==> src/hw/rtl/hdt_pkg.sv <==
// Shared types, constants and the CORDIC arctangent table for the heading tracker.
// Used by hdt_ctrl, hdt_datapath and heading_tracker_top; depends on nothing else.
`timescale 1ns / 1ps

package hdt_pkg;

    // Default parameter values
    localparam int ANGLE_BITS_DEF   = 16;
    localparam int CORDIC_STEPS_DEF = 16;

    // Width of the CORDIC x/y registers: 33-bit offsets grown by the CORDIC gain
    localparam int CORDIC_W = 36;

    // Configuration register indexes and reset values
    localparam logic CFG_TICK_PERIOD = 1'b0;
    localparam logic CFG_DEAD_ZONE   = 1'b1;
    localparam logic [15:0] TICK_PERIOD_RST = 16'd1092;
    localparam logic [15:0] DEAD_ZONE_RST   = 16'd7;

    // Quadrant pre-rotation offsets in 32-bit turn units
    localparam logic [31:0] TURN_QUARTER       = 32'h4000_0000;
    localparam logic [31:0] TURN_THREE_QUARTER = 32'hC000_0000;

    typedef enum logic [1:0] {
        CMD_SET_YAW = 2'd0,
        CMD_LOOK_AT = 2'd1,
        CMD_TICK    = 2'd2
    } t_command;

    typedef enum logic [3:0] {
        ST_IDLE,
        ST_DISPATCH,
        ST_LOOK_DIFF,
        ST_LOOK_CHECK,
        ST_CORDIC,
        ST_LOOK_END,
        ST_TICK_GAIN,
        ST_TICK_MUL,
        ST_TICK_STEP,
        ST_EMIT
    } t_state;

    // Controller to datapath commands
    typedef struct packed {
        logic capture;
        logic set_yaw;
        logic look_diff;
        logic look_load;
        logic cordic_step;
        logic look_end;
        logic tick_gain;
        logic tick_mul;
        logic tick_step;
        logic emit;
    } t_dp_cmd;

    // Datapath to controller status
    typedef struct packed {
        t_command cmd;
        logic     turning;
        logic     inside_dz;
        logic     cordic_last;
        logic     out_free;
    } t_dp_status;

    // atan(2^-i) in 32-bit turn units
    function automatic logic [31:0] atan_turn(input logic [4:0] idx);
        logic [31:0] v;
        case (idx)
            5'd0:    v = 32'h20000000;
            5'd1:    v = 32'h12E4051E;
            5'd2:    v = 32'h09FB385B;
            5'd3:    v = 32'h051111D4;
            5'd4:    v = 32'h028B0D43;
            5'd5:    v = 32'h0145D7E1;
            5'd6:    v = 32'h00A2F61E;
            5'd7:    v = 32'h00517C55;
            5'd8:    v = 32'h0028BE53;
            5'd9:    v = 32'h00145F2F;
            5'd10:   v = 32'h000A2F98;
            5'd11:   v = 32'h000517CC;
            5'd12:   v = 32'h00028BE6;
            5'd13:   v = 32'h000145F3;
            5'd14:   v = 32'h0000A2FA;
            5'd15:   v = 32'h0000517D;
            5'd16:   v = 32'h000028BE;
            5'd17:   v = 32'h0000145F;
            5'd18:   v = 32'h00000A30;
            5'd19:   v = 32'h00000518;
            5'd20:   v = 32'h0000028C;
            5'd21:   v = 32'h00000146;
            5'd22:   v = 32'h000000A3;
            5'd23:   v = 32'h00000051;
            default: v = 32'h00000000;
        endcase
        return v;
    endfunction

endpackage

==> src/hw/rtl/heading_tracker_top.sv <==
// Top level of the heading tracker: stream ports, configuration port,
// controller (hdt_ctrl) and datapath (hdt_datapath). Depends on hdt_pkg.
//
//  channel   direction  handshake                       payload
//  s_axis    in         i_s_axis_tvalid/o_s_axis_tready tdata 160 bits, tuser = command
//  m_axis    out        o_m_axis_tvalid/i_m_axis_tready tdata 24 bits
//  cfg       in         i_cfg_we                        i_cfg_addr, i_cfg_wdata
//
// One transaction at a time; the input is ready only while the controller is idle.
// Per transaction: set_yaw, an unused command and a tick while not turning go from
// dispatch to emit; a tick while turning passes gain, multiply and step (two multiplies
// in series); look_at forms offsets, tests the dead zone and emits at once if inside,
// else runs the CORDIC loop at one iteration per cycle. A result waits in the output
// register while the next transaction is taken; the emit step stalls until it is free.
// Reset is synchronous, active low, and loads yaw, goal and turning to zero.
`timescale 1ns / 1ps

module heading_tracker_top #(
    parameter int ANGLE_BITS   = hdt_pkg::ANGLE_BITS_DEF,
    parameter int CORDIC_STEPS = hdt_pkg::CORDIC_STEPS_DEF
) (
    input  logic         i_clk,
    input  logic         i_rst_n,
    // configuration
    input  logic         i_cfg_we,
    input  logic         i_cfg_addr,
    input  logic [15:0]  i_cfg_wdata,
    // input stream
    input  logic         i_s_axis_tvalid,
    output logic         o_s_axis_tready,
    // new_yaw[15:0], target_x[47:16], target_z[79:48], own_x[111:80],
    // own_z[143:112], turn_rate[159:144]
    input  logic [159:0] i_s_axis_tdata,
    // command[1:0]
    input  logic [1:0]   i_s_axis_tuser,
    // output stream
    output logic         o_m_axis_tvalid,
    input  logic         i_m_axis_tready,
    // yaw_now[15:0], turning_now[16], settled[17], zero[23:18]
    output logic [23:0]  o_m_axis_tdata
);
    import hdt_pkg::*;

    t_dp_cmd     w_cmd;
    t_dp_status  w_status;
    logic [15:0] w_yaw_now;
    logic        w_turning_now;

    hdt_ctrl u_ctrl (
        .i_clk      (i_clk),
        .i_rst_n    (i_rst_n),
        .i_in_valid (i_s_axis_tvalid),
        .o_in_ready (o_s_axis_tready),
        .i_status   (w_status),
        .o_cmd      (w_cmd)
    );

    hdt_datapath #(
        .ANGLE_BITS   (ANGLE_BITS),
        .CORDIC_STEPS (CORDIC_STEPS)
    ) u_datapath (
        .i_clk         (i_clk),
        .i_rst_n       (i_rst_n),
        .i_cfg_we      (i_cfg_we),
        .i_cfg_addr    (i_cfg_addr),
        .i_cfg_wdata   (i_cfg_wdata),
        .i_command     (i_s_axis_tuser),
        .i_new_yaw     (i_s_axis_tdata[15:0]),
        .i_target_x    (i_s_axis_tdata[47:16]),
        .i_target_z    (i_s_axis_tdata[79:48]),
        .i_own_x       (i_s_axis_tdata[111:80]),
        .i_own_z       (i_s_axis_tdata[143:112]),
        .i_turn_rate   (i_s_axis_tdata[159:144]),
        .i_out_ready   (i_m_axis_tready),
        .o_out_valid   (o_m_axis_tvalid),
        .o_yaw_now     (w_yaw_now),
        .o_turning_now (w_turning_now),
        .i_cmd         (w_cmd),
        .o_status      (w_status)
    );

    // Pack the result; settled is the inverse of turning
    assign o_m_axis_tdata = {6'd0, ~w_turning_now, w_turning_now, w_yaw_now};

endmodule

==> src/hw/rtl/hdt_ctrl.sv <==
// Sequencing state machine of the heading tracker.
// Depends on hdt_pkg; drives hdt_datapath through t_dp_cmd and reads t_dp_status.
`timescale 1ns / 1ps

module hdt_ctrl (
    input  logic                i_clk,
    input  logic                i_rst_n,
    input  logic                i_in_valid,
    output logic                o_in_ready,
    input  hdt_pkg::t_dp_status i_status,
    output hdt_pkg::t_dp_cmd    o_cmd
);
    import hdt_pkg::*;

    t_state r_state;
    t_state n_state;

    // Hold the state register
    always_ff @(posedge i_clk) begin
        if (!i_rst_n) begin
            r_state <= ST_IDLE;
        end else begin
            r_state <= n_state;
        end
    end

    // Advance through the command sequence
    always_comb begin
        n_state = r_state;
        case (r_state)
            ST_IDLE: begin
                if (i_in_valid) n_state = ST_DISPATCH;
            end
            ST_DISPATCH: begin
                case (i_status.cmd)
                    CMD_LOOK_AT: n_state = ST_LOOK_DIFF;
                    CMD_TICK:    n_state = i_status.turning ? ST_TICK_GAIN : ST_EMIT;
                    default:     n_state = ST_EMIT;
                endcase
            end
            ST_LOOK_DIFF:  n_state = ST_LOOK_CHECK;
            ST_LOOK_CHECK: n_state = i_status.inside_dz ? ST_EMIT : ST_CORDIC;
            ST_CORDIC: begin
                if (i_status.cordic_last) n_state = ST_LOOK_END;
            end
            ST_LOOK_END:   n_state = ST_EMIT;
            ST_TICK_GAIN:  n_state = ST_TICK_MUL;
            ST_TICK_MUL:   n_state = ST_TICK_STEP;
            ST_TICK_STEP:  n_state = ST_EMIT;
            ST_EMIT: begin
                if (i_status.out_free) n_state = ST_IDLE;
            end
            default:       n_state = ST_IDLE;
        endcase
    end

    // Decode datapath commands from the state; refuse transactions while in reset
    always_comb begin
        o_cmd      = '0;
        o_in_ready = 1'b0;
        case (r_state)
            ST_IDLE: begin
                o_in_ready    = i_rst_n;
                o_cmd.capture = i_in_valid && i_rst_n;
            end
            ST_DISPATCH:   o_cmd.set_yaw     = (i_status.cmd == CMD_SET_YAW);
            ST_LOOK_DIFF:  o_cmd.look_diff   = 1'b1;
            ST_LOOK_CHECK: o_cmd.look_load   = 1'b1;
            ST_CORDIC:     o_cmd.cordic_step = 1'b1;
            ST_LOOK_END:   o_cmd.look_end    = 1'b1;
            ST_TICK_GAIN:  o_cmd.tick_gain   = 1'b1;
            ST_TICK_MUL:   o_cmd.tick_mul    = 1'b1;
            ST_TICK_STEP:  o_cmd.tick_step   = 1'b1;
            ST_EMIT:       o_cmd.emit        = i_status.out_free;
            default:       o_cmd             = '0;
        endcase
    end

endmodule

==> src/hw/rtl/hdt_datapath.sv <==
// Datapath of the heading tracker: input capture, configuration registers, yaw state,
// CORDIC atan2 unit, tick multipliers and output register. Depends on hdt_pkg.
`timescale 1ns / 1ps

module hdt_datapath #(
    parameter int ANGLE_BITS   = hdt_pkg::ANGLE_BITS_DEF,
    parameter int CORDIC_STEPS = hdt_pkg::CORDIC_STEPS_DEF
) (
    input  logic                i_clk,
    input  logic                i_rst_n,
    // configuration write port
    input  logic                i_cfg_we,
    input  logic                i_cfg_addr,
    input  logic [15:0]         i_cfg_wdata,
    // input fields
    input  logic [1:0]          i_command,
    input  logic [15:0]         i_new_yaw,
    input  logic [31:0]         i_target_x,
    input  logic [31:0]         i_target_z,
    input  logic [31:0]         i_own_x,
    input  logic [31:0]         i_own_z,
    input  logic [15:0]         i_turn_rate,
    // output register
    input  logic                i_out_ready,
    output logic                o_out_valid,
    output logic [15:0]         o_yaw_now,
    output logic                o_turning_now,
    // control
    input  hdt_pkg::t_dp_cmd    i_cmd,
    output hdt_pkg::t_dp_status o_status
);
    import hdt_pkg::*;

    localparam int ITER_W = (CORDIC_STEPS > 1) ? $clog2(CORDIC_STEPS) : 1;
    localparam int PROD_W = ANGLE_BITS + 32;
    localparam int STEP_W = PROD_W - 23;
    localparam logic [ITER_W-1:0] ITER_LAST  = ITER_W'(CORDIC_STEPS - 1);
    localparam logic [31:0]       ROUND_HALF = 32'd1 << (31 - ANGLE_BITS);
    localparam logic [PROD_W:0]   STEP_HALF  = {{(PROD_W - 23){1'b0}}, 1'b1, 23'd0};

    // configuration
    logic [15:0] r_tick_period;
    logic [15:0] r_dead_zone;

    // captured transaction
    logic [1:0]  r_command;
    logic [15:0] r_new_yaw;
    logic [31:0] r_target_x;
    logic [31:0] r_target_z;
    logic [31:0] r_own_x;
    logic [31:0] r_own_z;
    logic [15:0] r_turn_rate;

    // tracker state
    logic [ANGLE_BITS-1:0] r_yaw;
    logic [ANGLE_BITS-1:0] r_goal;
    logic                  r_turning;

    // look_at working registers
    logic signed [32:0]         r_dx;
    logic signed [32:0]         r_dz;
    logic signed [CORDIC_W-1:0] r_cx;
    logic signed [CORDIC_W-1:0] r_cy;
    logic [31:0]                r_cz;
    logic [ITER_W-1:0]          r_iter;

    // tick working registers
    logic [ANGLE_BITS-1:0] r_dmag;
    logic                  r_neg;
    logic [31:0]           r_k;
    logic [PROD_W-1:0]     r_prod;

    // output register
    logic        r_out_valid;
    logic [15:0] r_out_yaw;
    logic        r_out_turning;

    logic [32:0]                w_mag_dx;
    logic [32:0]                w_mag_dz;
    logic                       w_inside;
    logic signed [CORDIC_W-1:0] w_dx_ext;
    logic signed [CORDIC_W-1:0] w_dz_ext;
    logic signed [CORDIC_W-1:0] w_xs;
    logic signed [CORDIC_W-1:0] w_ys;
    logic [31:0]                w_atan;
    logic [31:0]                w_round;
    logic [ANGLE_BITS-1:0]      w_diff;
    logic [PROD_W:0]            w_sum;
    logic [STEP_W-1:0]          w_step;
    logic                       w_snap;
    logic                       w_out_free;

    // Dead-zone test on the offsets
    assign w_mag_dx = r_dx[32] ? 33'(-r_dx) : 33'(r_dx);
    assign w_mag_dz = r_dz[32] ? 33'(-r_dz) : 33'(r_dz);
    assign w_inside = (w_mag_dx < {17'd0, r_dead_zone}) && (w_mag_dz < {17'd0, r_dead_zone});
    assign w_dx_ext = CORDIC_W'(r_dx);
    assign w_dz_ext = CORDIC_W'(r_dz);

    // One CORDIC vectoring iteration
    assign w_xs    = r_cx >>> r_iter;
    assign w_ys    = r_cy >>> r_iter;
    assign w_atan  = atan_turn(5'(r_iter));
    assign w_round = r_cz + ROUND_HALF;

    // Tick step, rounded half up
    assign w_diff = r_goal - r_yaw;
    assign w_sum  = {1'b0, r_prod} + STEP_HALF;
    assign w_step = w_sum[PROD_W:24];
    assign w_snap = (w_step >= STEP_W'(r_dmag));

    assign w_out_free = !r_out_valid || i_out_ready;

    // Hold configuration registers
    always_ff @(posedge i_clk) begin
        if (!i_rst_n) begin
            r_tick_period <= TICK_PERIOD_RST;
            r_dead_zone   <= DEAD_ZONE_RST;
        end else if (i_cfg_we) begin
            case (i_cfg_addr)
                CFG_TICK_PERIOD: r_tick_period <= i_cfg_wdata;
                CFG_DEAD_ZONE:   r_dead_zone   <= i_cfg_wdata;
                default:         r_dead_zone   <= r_dead_zone;
            endcase
        end
    end

    // Capture the accepted transaction
    always_ff @(posedge i_clk) begin
        if (i_cmd.capture) begin
            r_command   <= i_command;
            r_new_yaw   <= i_new_yaw;
            r_target_x  <= i_target_x;
            r_target_z  <= i_target_z;
            r_own_x     <= i_own_x;
            r_own_z     <= i_own_z;
            r_turn_rate <= i_turn_rate;
        end
    end

    // Update yaw, goal and turning flag
    always_ff @(posedge i_clk) begin
        if (!i_rst_n) begin
            r_yaw     <= '0;
            r_goal    <= '0;
            r_turning <= 1'b0;
        end else begin
            if (i_cmd.set_yaw) begin
                r_yaw <= ANGLE_BITS'(r_new_yaw);
            end
            if (i_cmd.look_end) begin
                r_goal    <= w_round[31 -: ANGLE_BITS];
                r_turning <= 1'b1;
            end
            if (i_cmd.tick_step) begin
                if (w_snap) begin
                    r_yaw     <= r_goal;
                    r_turning <= 1'b0;
                end else if (r_neg) begin
                    r_yaw <= r_yaw - w_step[ANGLE_BITS-1:0];
                end else begin
                    r_yaw <= r_yaw + w_step[ANGLE_BITS-1:0];
                end
            end
        end
    end

    // Form offsets, pre-rotate and iterate the CORDIC unit
    always_ff @(posedge i_clk) begin
        if (i_cmd.look_diff) begin
            r_dx <= {r_target_x[31], r_target_x} - {r_own_x[31], r_own_x};
            r_dz <= {r_target_z[31], r_target_z} - {r_own_z[31], r_own_z};
        end
        if (i_cmd.look_load) begin
            r_iter <= '0;
            if (!r_dz[32]) begin
                r_cx <= w_dz_ext;
                r_cy <= w_dx_ext;
                r_cz <= '0;
            end else if (!r_dx[32]) begin
                r_cx <= w_dx_ext;
                r_cy <= -w_dz_ext;
                r_cz <= TURN_QUARTER;
            end else begin
                r_cx <= -w_dx_ext;
                r_cy <= w_dz_ext;
                r_cz <= TURN_THREE_QUARTER;
            end
        end
        if (i_cmd.cordic_step) begin
            r_iter <= r_iter + 1'b1;
            if (!r_cy[CORDIC_W-1]) begin
                r_cx <= r_cx + w_ys;
                r_cy <= r_cy - w_xs;
                r_cz <= r_cz + w_atan;
            end else begin
                r_cx <= r_cx - w_ys;
                r_cy <= r_cy + w_xs;
                r_cz <= r_cz - w_atan;
            end
        end
    end

    // Tick gain and scaled difference, one multiply per cycle
    always_ff @(posedge i_clk) begin
        if (i_cmd.tick_gain) begin
            r_k    <= 32'(r_tick_period) * 32'(r_turn_rate);
            r_neg  <= w_diff[ANGLE_BITS-1];
            r_dmag <= w_diff[ANGLE_BITS-1] ? (ANGLE_BITS'(0) - w_diff) : w_diff;
        end
        if (i_cmd.tick_mul) begin
            r_prod <= PROD_W'(r_dmag) * PROD_W'(r_k);
        end
    end

    // Hold the result until the downstream side takes it
    always_ff @(posedge i_clk) begin
        if (!i_rst_n) begin
            r_out_valid <= 1'b0;
        end else if (i_cmd.emit) begin
            r_out_valid <= 1'b1;
        end else if (i_out_ready) begin
            r_out_valid <= 1'b0;
        end
    end

    always_ff @(posedge i_clk) begin
        if (i_cmd.emit) begin
            r_out_yaw     <= 16'(r_yaw);
            r_out_turning <= r_turning;
        end
    end

    assign o_out_valid   = r_out_valid;
    assign o_yaw_now     = r_out_yaw;
    assign o_turning_now = r_out_turning;

    assign o_status.cmd         = t_command'(r_command);
    assign o_status.turning     = r_turning;
    assign o_status.inside_dz   = w_inside;
    assign o_status.cordic_last = (r_iter == ITER_LAST);
    assign o_status.out_free    = w_out_free;

    // A result is loaded only when the output register is free
    a_emit_free: assert property (@(posedge i_clk) disable iff (!i_rst_n)
        i_cmd.emit |-> w_out_free)
        else $error("result loaded over an untaken result");

    // A snapping tick lands exactly on the goal and stops turning
    a_snap: assert property (@(posedge i_clk) disable iff (!i_rst_n)
        (i_cmd.tick_step && w_snap) |=> (r_yaw == $past(r_goal) && !r_turning))
        else $error("tick snap did not reach goal");

    // A completed atan2 always starts a turn
    a_look_turn: assert property (@(posedge i_clk) disable iff (!i_rst_n)
        i_cmd.look_end |=> r_turning)
        else $error("look_at did not start turning");

    // CORDIC iterations stay inside the configured count
    a_iter: assert property (@(posedge i_clk) disable iff (!i_rst_n)
        i_cmd.cordic_step |-> (r_iter <= ITER_LAST))
        else $error("CORDIC iteration count overrun");

endmodule
==> config.mk <==
export PLATFORM = sky130hd
export DESIGN_NAME = heading_tracker_top
export DESIGN_NICKNAME = d
export VERILOG_FILES = /design/src/hw/rtl/hdt_pkg.sv /design/src/hw/rtl/heading_tracker_top.sv /design/src/hw/rtl/hdt_ctrl.sv /design/src/hw/rtl/hdt_datapath.sv
export SDC_FILE = /design/constraint.sdc
export NUM_CORES = 2
export LEC_CHECK = 0
export ABC_AREA = 1
export BUFFER_PORTS_ARGS = -buffer_cell sky130_fd_sc_hd__buf_2
export CORE_AREA = 2 2 363 365
export DETAILED_ROUTE_END_ITERATION = 12
export DIE_AREA = 0 0 365 367
export GPL_TIMING_DRIVEN = 0
export PLACE_DENSITY = 0.7
export SETUP_SLACK_MARGIN = 0.1
export SLEW_MARGIN = 10
export SYNTH_ARGS = -nofsm -noshare
export SYNTH_HDL_FRONTEND = slang
export SYNTH_SLANG_ARGS = --single-unit
==> constraint.sdc <==
create_clock -name i_clk -period 28.7 [get_ports i_clk]
set_input_delay 4.305 -clock i_clk [delete_from_list [all_inputs] [get_ports i_clk]]
set_output_delay 4.305 -clock i_clk [all_outputs]
set_load 0.1 [all_outputs]
# ---- Word-level counts from Yosys, hierarchy flattened
# Memory sizes are Yosys's and may differ from the RTL's. A register that Yosys moved wholly into a read port is not among the register bits.
# Index checks and enable logic that the tools add are counted.
dict set report op_classes {
  addsub 19
  mul 2
  magnitude_cmp 3
  n_eq_ne 15
  shifts 2
  mux 48
  n_bitwise 2
  reduce_logical 13
}
# cell count
set ops {}
lappend ops {{$mux 36} 10}
lappend ops {{$mux 32} 5}
lappend ops {{$add 36x36->36} 2}
lappend ops {{$neg 33->36} 2}
lappend ops {{$sshr 36x4->36} 2}
lappend ops {{$sub 36x36->36} 2}
lappend ops {{$lt 33x16->1} 2}
lappend ops {{$mux 33} 2}
lappend ops {{$neg 33->33} 2}
lappend ops {{$sub 32x32->33} 2}
lappend ops {{$mux 16} 4}
lappend ops {{$add 48x24->49 const B} 1}
lappend ops {{$mul 16x32->48} 1}
lappend ops {{$pmux 4 s9} 1}
lappend ops {{$add 32x16->32 const B} 1}
lappend ops {{$add 32x32->32} 1}
lappend ops {{$mul 16x16->32} 1}
lappend ops {{$mux 4} 8}
lappend ops {{$sub 16x16->16} 2}
lappend ops {{$sub 32x32->32} 1}
lappend ops {{$ge 25x16->1} 1}
lappend ops {{$add 16x16->16} 1}
lappend ops {{$eq 4x3->1 const B} 4}
lappend ops {{$mux 1} 16}
lappend ops {{other kinds (21)} 30}
dict set report totals {
  reg_bits 520
  mem_bits_ro 480
  in_bits 184
  output_inout_bits 26
  wordCells 132
  memories 1
}
# memory depth word_bits read_ports rd_clocked_by_memory_dff write_ports line
set mem_list {}
lappend mem_list {{(no name shown)} 16 30 1 1 0 hdt_pkg.sv:69} ;# case (idx)

# ---- Logic depth before layout (Yosys ltp)
dict set report logic_depth {
  ltp_word 6
  ltp_mapped 35
  mapped_depth_nobuf 34
}

# ---- By module
# From an unflattened synthesis, not the netlist that was laid out.
dict set report unflattened {
  hier_cells 8799
  hier_area_um2 65715.5
}
# module n_inst cells_each area_each_um2 seq_area_each_um2
set by_module_without_submodules {}
lappend by_module_without_submodules {hdt_datapath 1 8720 65237.6 14744.1}
lappend by_module_without_submodules {hdt_ctrl 1 70 417.9 80.1}
lappend by_module_without_submodules {heading_tracker_top 1 9 60.1 0.0}

# ---- Least setup slack after synthesis
# OpenSTA, ideal clock, no wires.
dict set report synth_path {
  path_kind {input port to flip-flop}
  startpoint {in i_rst_n}
  endpoint {reg u_datapath.r_command[0], enable pin}
  setup_time_ps 686
  arrival_ps 11583
  t_required_ps 28014
  setup_slack_ps 16431
  cell_stages 4
  path_buffers 2
  cell_sequence {clkbuf_1 clkbuf_1 nand2_1 nor2_1}
}
# element line
set synth_rtl {}
lappend synth_rtl {{start: declaration} heading_tracker_top.sv:23} ;# input logic i_rst_n,
lappend synth_rtl {{end signal: assignment} hdt_datapath.sv:131} ;# r_command <= i_command;
lappend synth_rtl {{end: declaration} hdt_datapath.sv:46} ;# logic [1:0] r_command;

# ---- Worst setup path after layout
dict set report layout_path {
  startpoint {in i_rst_n}
  endpoint {out o_s_axis_tready}
}
dict set report layout_via {
  elab_chain_cells 1
}
# element line
set layout_lines {}
lappend layout_lines {{$mux 1} hdt_ctrl.sv:61} ;# case (r_state)
lappend layout_lines {{end: declaration} heading_tracker_top.sv:30} ;# output logic o_s_axis_tready,
# Every way passes these cells.

==> flow_metrics.env <==
export IMPL_outcome="finished, final reports clean"
export IMPL_htree_levels=3
export IMPL_period_needed_ns=11.06
export IMPL_fin_tns_setup_ns=0
export IMPL_synth_enable_flop_cells=427
export IMPL_fin_worst_skew_ns=0.04115
export IMPL_vdd_ir_drop_worst_mv=0.07975
export IMPL_dr_pass1_iters=9
export IMPL_syn_to_final_growth_pct=8.934
export IMPL_clk_path_buf_depth=3
export IMPL_ys_ff_latch=527
export IMPL_cts_repair_resized=0
export IMPL_track_usage=0.3600
export IMPL_n_fill_cell=12790
export IMPL_port_buffers=202
export IMPL_netlist_area_um2=64710
export IMPL_drc=0
export IMPL_critPathKind="input pin to output port"
export IMPL_rsz0062_at_grt="no"
export IMPL_maxSlewHeadroom=0.1196
export IMPL_fin_hold_ws_ns=0.5058
export IMPL_first_global_vias=58340
export IMPL_layout_common_cells="nand2_1 (2078), inv_1 (1713), fa_1 (618)"
export IMPL_critPathLaunchType="input pin"
export IMPL_setup_viol=0
export IMPL_cp_slowest_cell="clkbuf_1"
export IMPL_initial_core_util=0.4960
export IMPL_grt_pass1_wl_um=358900
export IMPL_ctsHoldBuffers=0
export IMPL_numCtsBuffers=67
export IMPL_antenna_found_initial=17
export IMPL_fmax_ghz=0.09044
export IMPL_layout_commonest_cell="nand2_1"
export IMPL_muxShareOfSynthArea=0.001296
export IMPL_endpoint_kind="output port"
export IMPL_drtIter0Drc=5533
export IMPL_p_leak_nw=35.21
export IMPL_final_core_util=0.5403
export IMPL_synth_compound_area_frac=0.1146
export IMPL_yosysWarnings=0
export IMPL_grt_max_degree=76
export IMPL_slew_violations=0
export IMPL_synth_cell_types=64
export IMPL_synthCells=8602
export IMPL_core_area_um2=130500
export IMPL_overflow=0
export IMPL_synth_area_top_cells="edfxtp_1 (20%), fa_1 (19%), nand2_1 (12%)"
export IMPL_post_route_period_util=0.3852
export IMPL_maxCapViolCount=0
export IMPL_synthXorXnorAreaFrac=0.04616
export IMPL_worst_pin_slew_ns=1.321
export IMPL_powerDensity_nw_per_um2=45.04
export IMPL_drive_above_1_share=0.05231
export IMPL_yosysSeqAreaShare=0.2291
export IMPL_path_max_fanout=10
export IMPL_synthAdderAreaFrac=0.2846
export IMPL_routed_wl_um=241100
export IMPL_worstSkewPairLatency_ns=0.69
export IMPL_ant_nets=0
export IMPL_worstPathRequired_ns=24.40
export IMPL_path_cells="clkbuf_1 > inv_1 > clkbuf_1 > nor2_1 > buf_2"
export IMPL_vias=59220
export IMPL_ys_async_sr_fraction=0
export IMPL_finalHoldViolations=0
export IMPL_synth_top_cell_by_area="edfxtp_1"
export IMPL_synthSimpleGateAreaFrac=0.2019
export IMPL_synth_top_area_share=0.1982
export IMPL_dieArea_um2=134000
export IMPL_critPathArrivalTime_ns=6.75
export IMPL_vias_per_cell=5.532
export IMPL_synth_top_family_by_area="adder cells"
export IMPL_die_h_um=367
export IMPL_place_congestion=1.042
export IMPL_dp_hpwl_um=201400
export IMPL_cp_common_cell="clkbuf_1"
export IMPL_cts_setup_buffers=0
export IMPL_num_rows=133
export IMPL_boundaryPins=210
export IMPL_wl_per_cell_um=22.52
export IMPL_fp_dieW_um=365
export IMPL_cp_slowest_stage_delay_ns=0.67
export IMPL_clock_root_buffer="clkbuf_16"
export IMPL_clk_pin_slew_ns=0.06
export IMPL_hp_class="register to register"
export IMPL_cts_tree="yes"
export IMPL_syn_mean_instance_area_um2=7.522
export IMPL_finalPower_mw=3.174
export IMPL_nets=10180
export IMPL_ys_flop_type="edfxtp_1"
export IMPL_cts_sinks=527
-- sequential cells by signal, summed over array words and instances (netlist names), 25 cells and up --
register               cells
u_datapath.r_cy           36
u_datapath.r_k            32
u_datapath.r_prod         25
u_datapath.r_target_x     32
u_datapath.r_cx           36
u_datapath.w_atan         30
u_datapath.r_dx           33
u_datapath.r_cz           32
u_datapath.r_own_z        32
u_datapath.r_dz           33
u_datapath.r_own_x        32
u_datapath.r_target_z     32
-- layer usage --
| metal | track usage | vias to the layer above | part of all wire |
|---|---|---|---|
| met5 | 0 | - | 0.00036 |
| met4 | 0.2082 | 16 | 0.069 |
| met3 | 0.05491 | 602 | 0.077 |
| met2 | 0.5831 | 2514 | 0.45 |
| met1 | 0.4565 | 28460 | 0.40 |
| li1 | - | 27630 | - |
-- per-stage QoR --
stage               area (µm²)  worst slack [ns]  cells
floorplan                64720             16.43   8607
global placement         67930             11.87  10560
detailed placement       68220             17.71  10580
CTS                      70480             17.68  10700
global route             70490             17.61  10710
finish                   70490             17.64  10710
-- synthesized netlist by cell type, drive strengths merged (2+ instances only) --
cell type and instances:
nor4 22, a211oi 6, nand4 69, a22oi 5
fa 618, a31oi 57, o221ai 8, inv 1729
nand3b 18, o21bai 17, o31a 2, a2111oi 2
xor2 241, or2 36, and3 3, and2 3
a21o 16, xnor2 100, o211ai 51, o2111ai 10
nand2 2081, a32o 2, clkbuf 255, a21oi 502
nand3 296, a21boi 16, o31ai 18, a221oi 6
nor2 614, mux2i 8, o22ai 11, o21a 43
buf 86, edfxtp 427, ha 483, dfxtp 100
nor3 74, nor3b 2, o21ai 557
-- logic make-up after synthesis --
logic type | Yosys count
simple gates | 3220
buf+inv | 2071
compound gates | 1333
fa+ha+maj | 1101
flops | 527
xor+xnor | 341
mux | 8
other cells | 1
-- cell type report --
type,instances,area [µm²],share of cell area
Sequential cell,527,14820,0.2103
Multi-Input combinational cell,6009,42010,0.5960
Inverter,1730,6499,0.09220
Buffer,341,1425,0.02022
Clock inverter,34,432.9,0.006142
Tap cell,1755,2196,0.03115
Clock buffer,90,1824,0.02588
Timing Repair Buffer,215,1264,0.01793
Antenna cell,4,10.01,0.0001420
-- power breakdown --
part / total [mW] / switching (mW) / internal [mW] / leakage [nW]
Combinational: 1.35 / 0.885 / 0.467 / 29.4
Clock: 0.879 / 0.369 / 0.510 / 1.08
Sequential: 0.943 / 0.0225 / 0.921 / 4.70
-- worst max-delay path, delay by kind of cell --
family / cells / cell delay (ns)
buffers and inverters: 4 / 1.76
and+or+nand+nor: 1 / 0.67
-- final timing paths --
| path | start | to | slack [ns] | cells past startpoint |
|---|---|---|---|---|
| setup reg to reg | u_datapath.r_dmag[8] | u_datapath.r_prod[47] | 20.70 | 23 |
| setup / recovery | i_rst_n | o_s_axis_tready | 17.64 | 5 |
| hold / removal | u_datapath.r_dead_zone[12] | u_datapath.r_dead_zone[12] | 0.51 | 2 |
| hold reg to reg | u_datapath.r_dead_zone[12] | u_datapath.r_dead_zone[12] | 0.51 | 2 |
No activity file was read; power rests on OpenSTA's default activity.
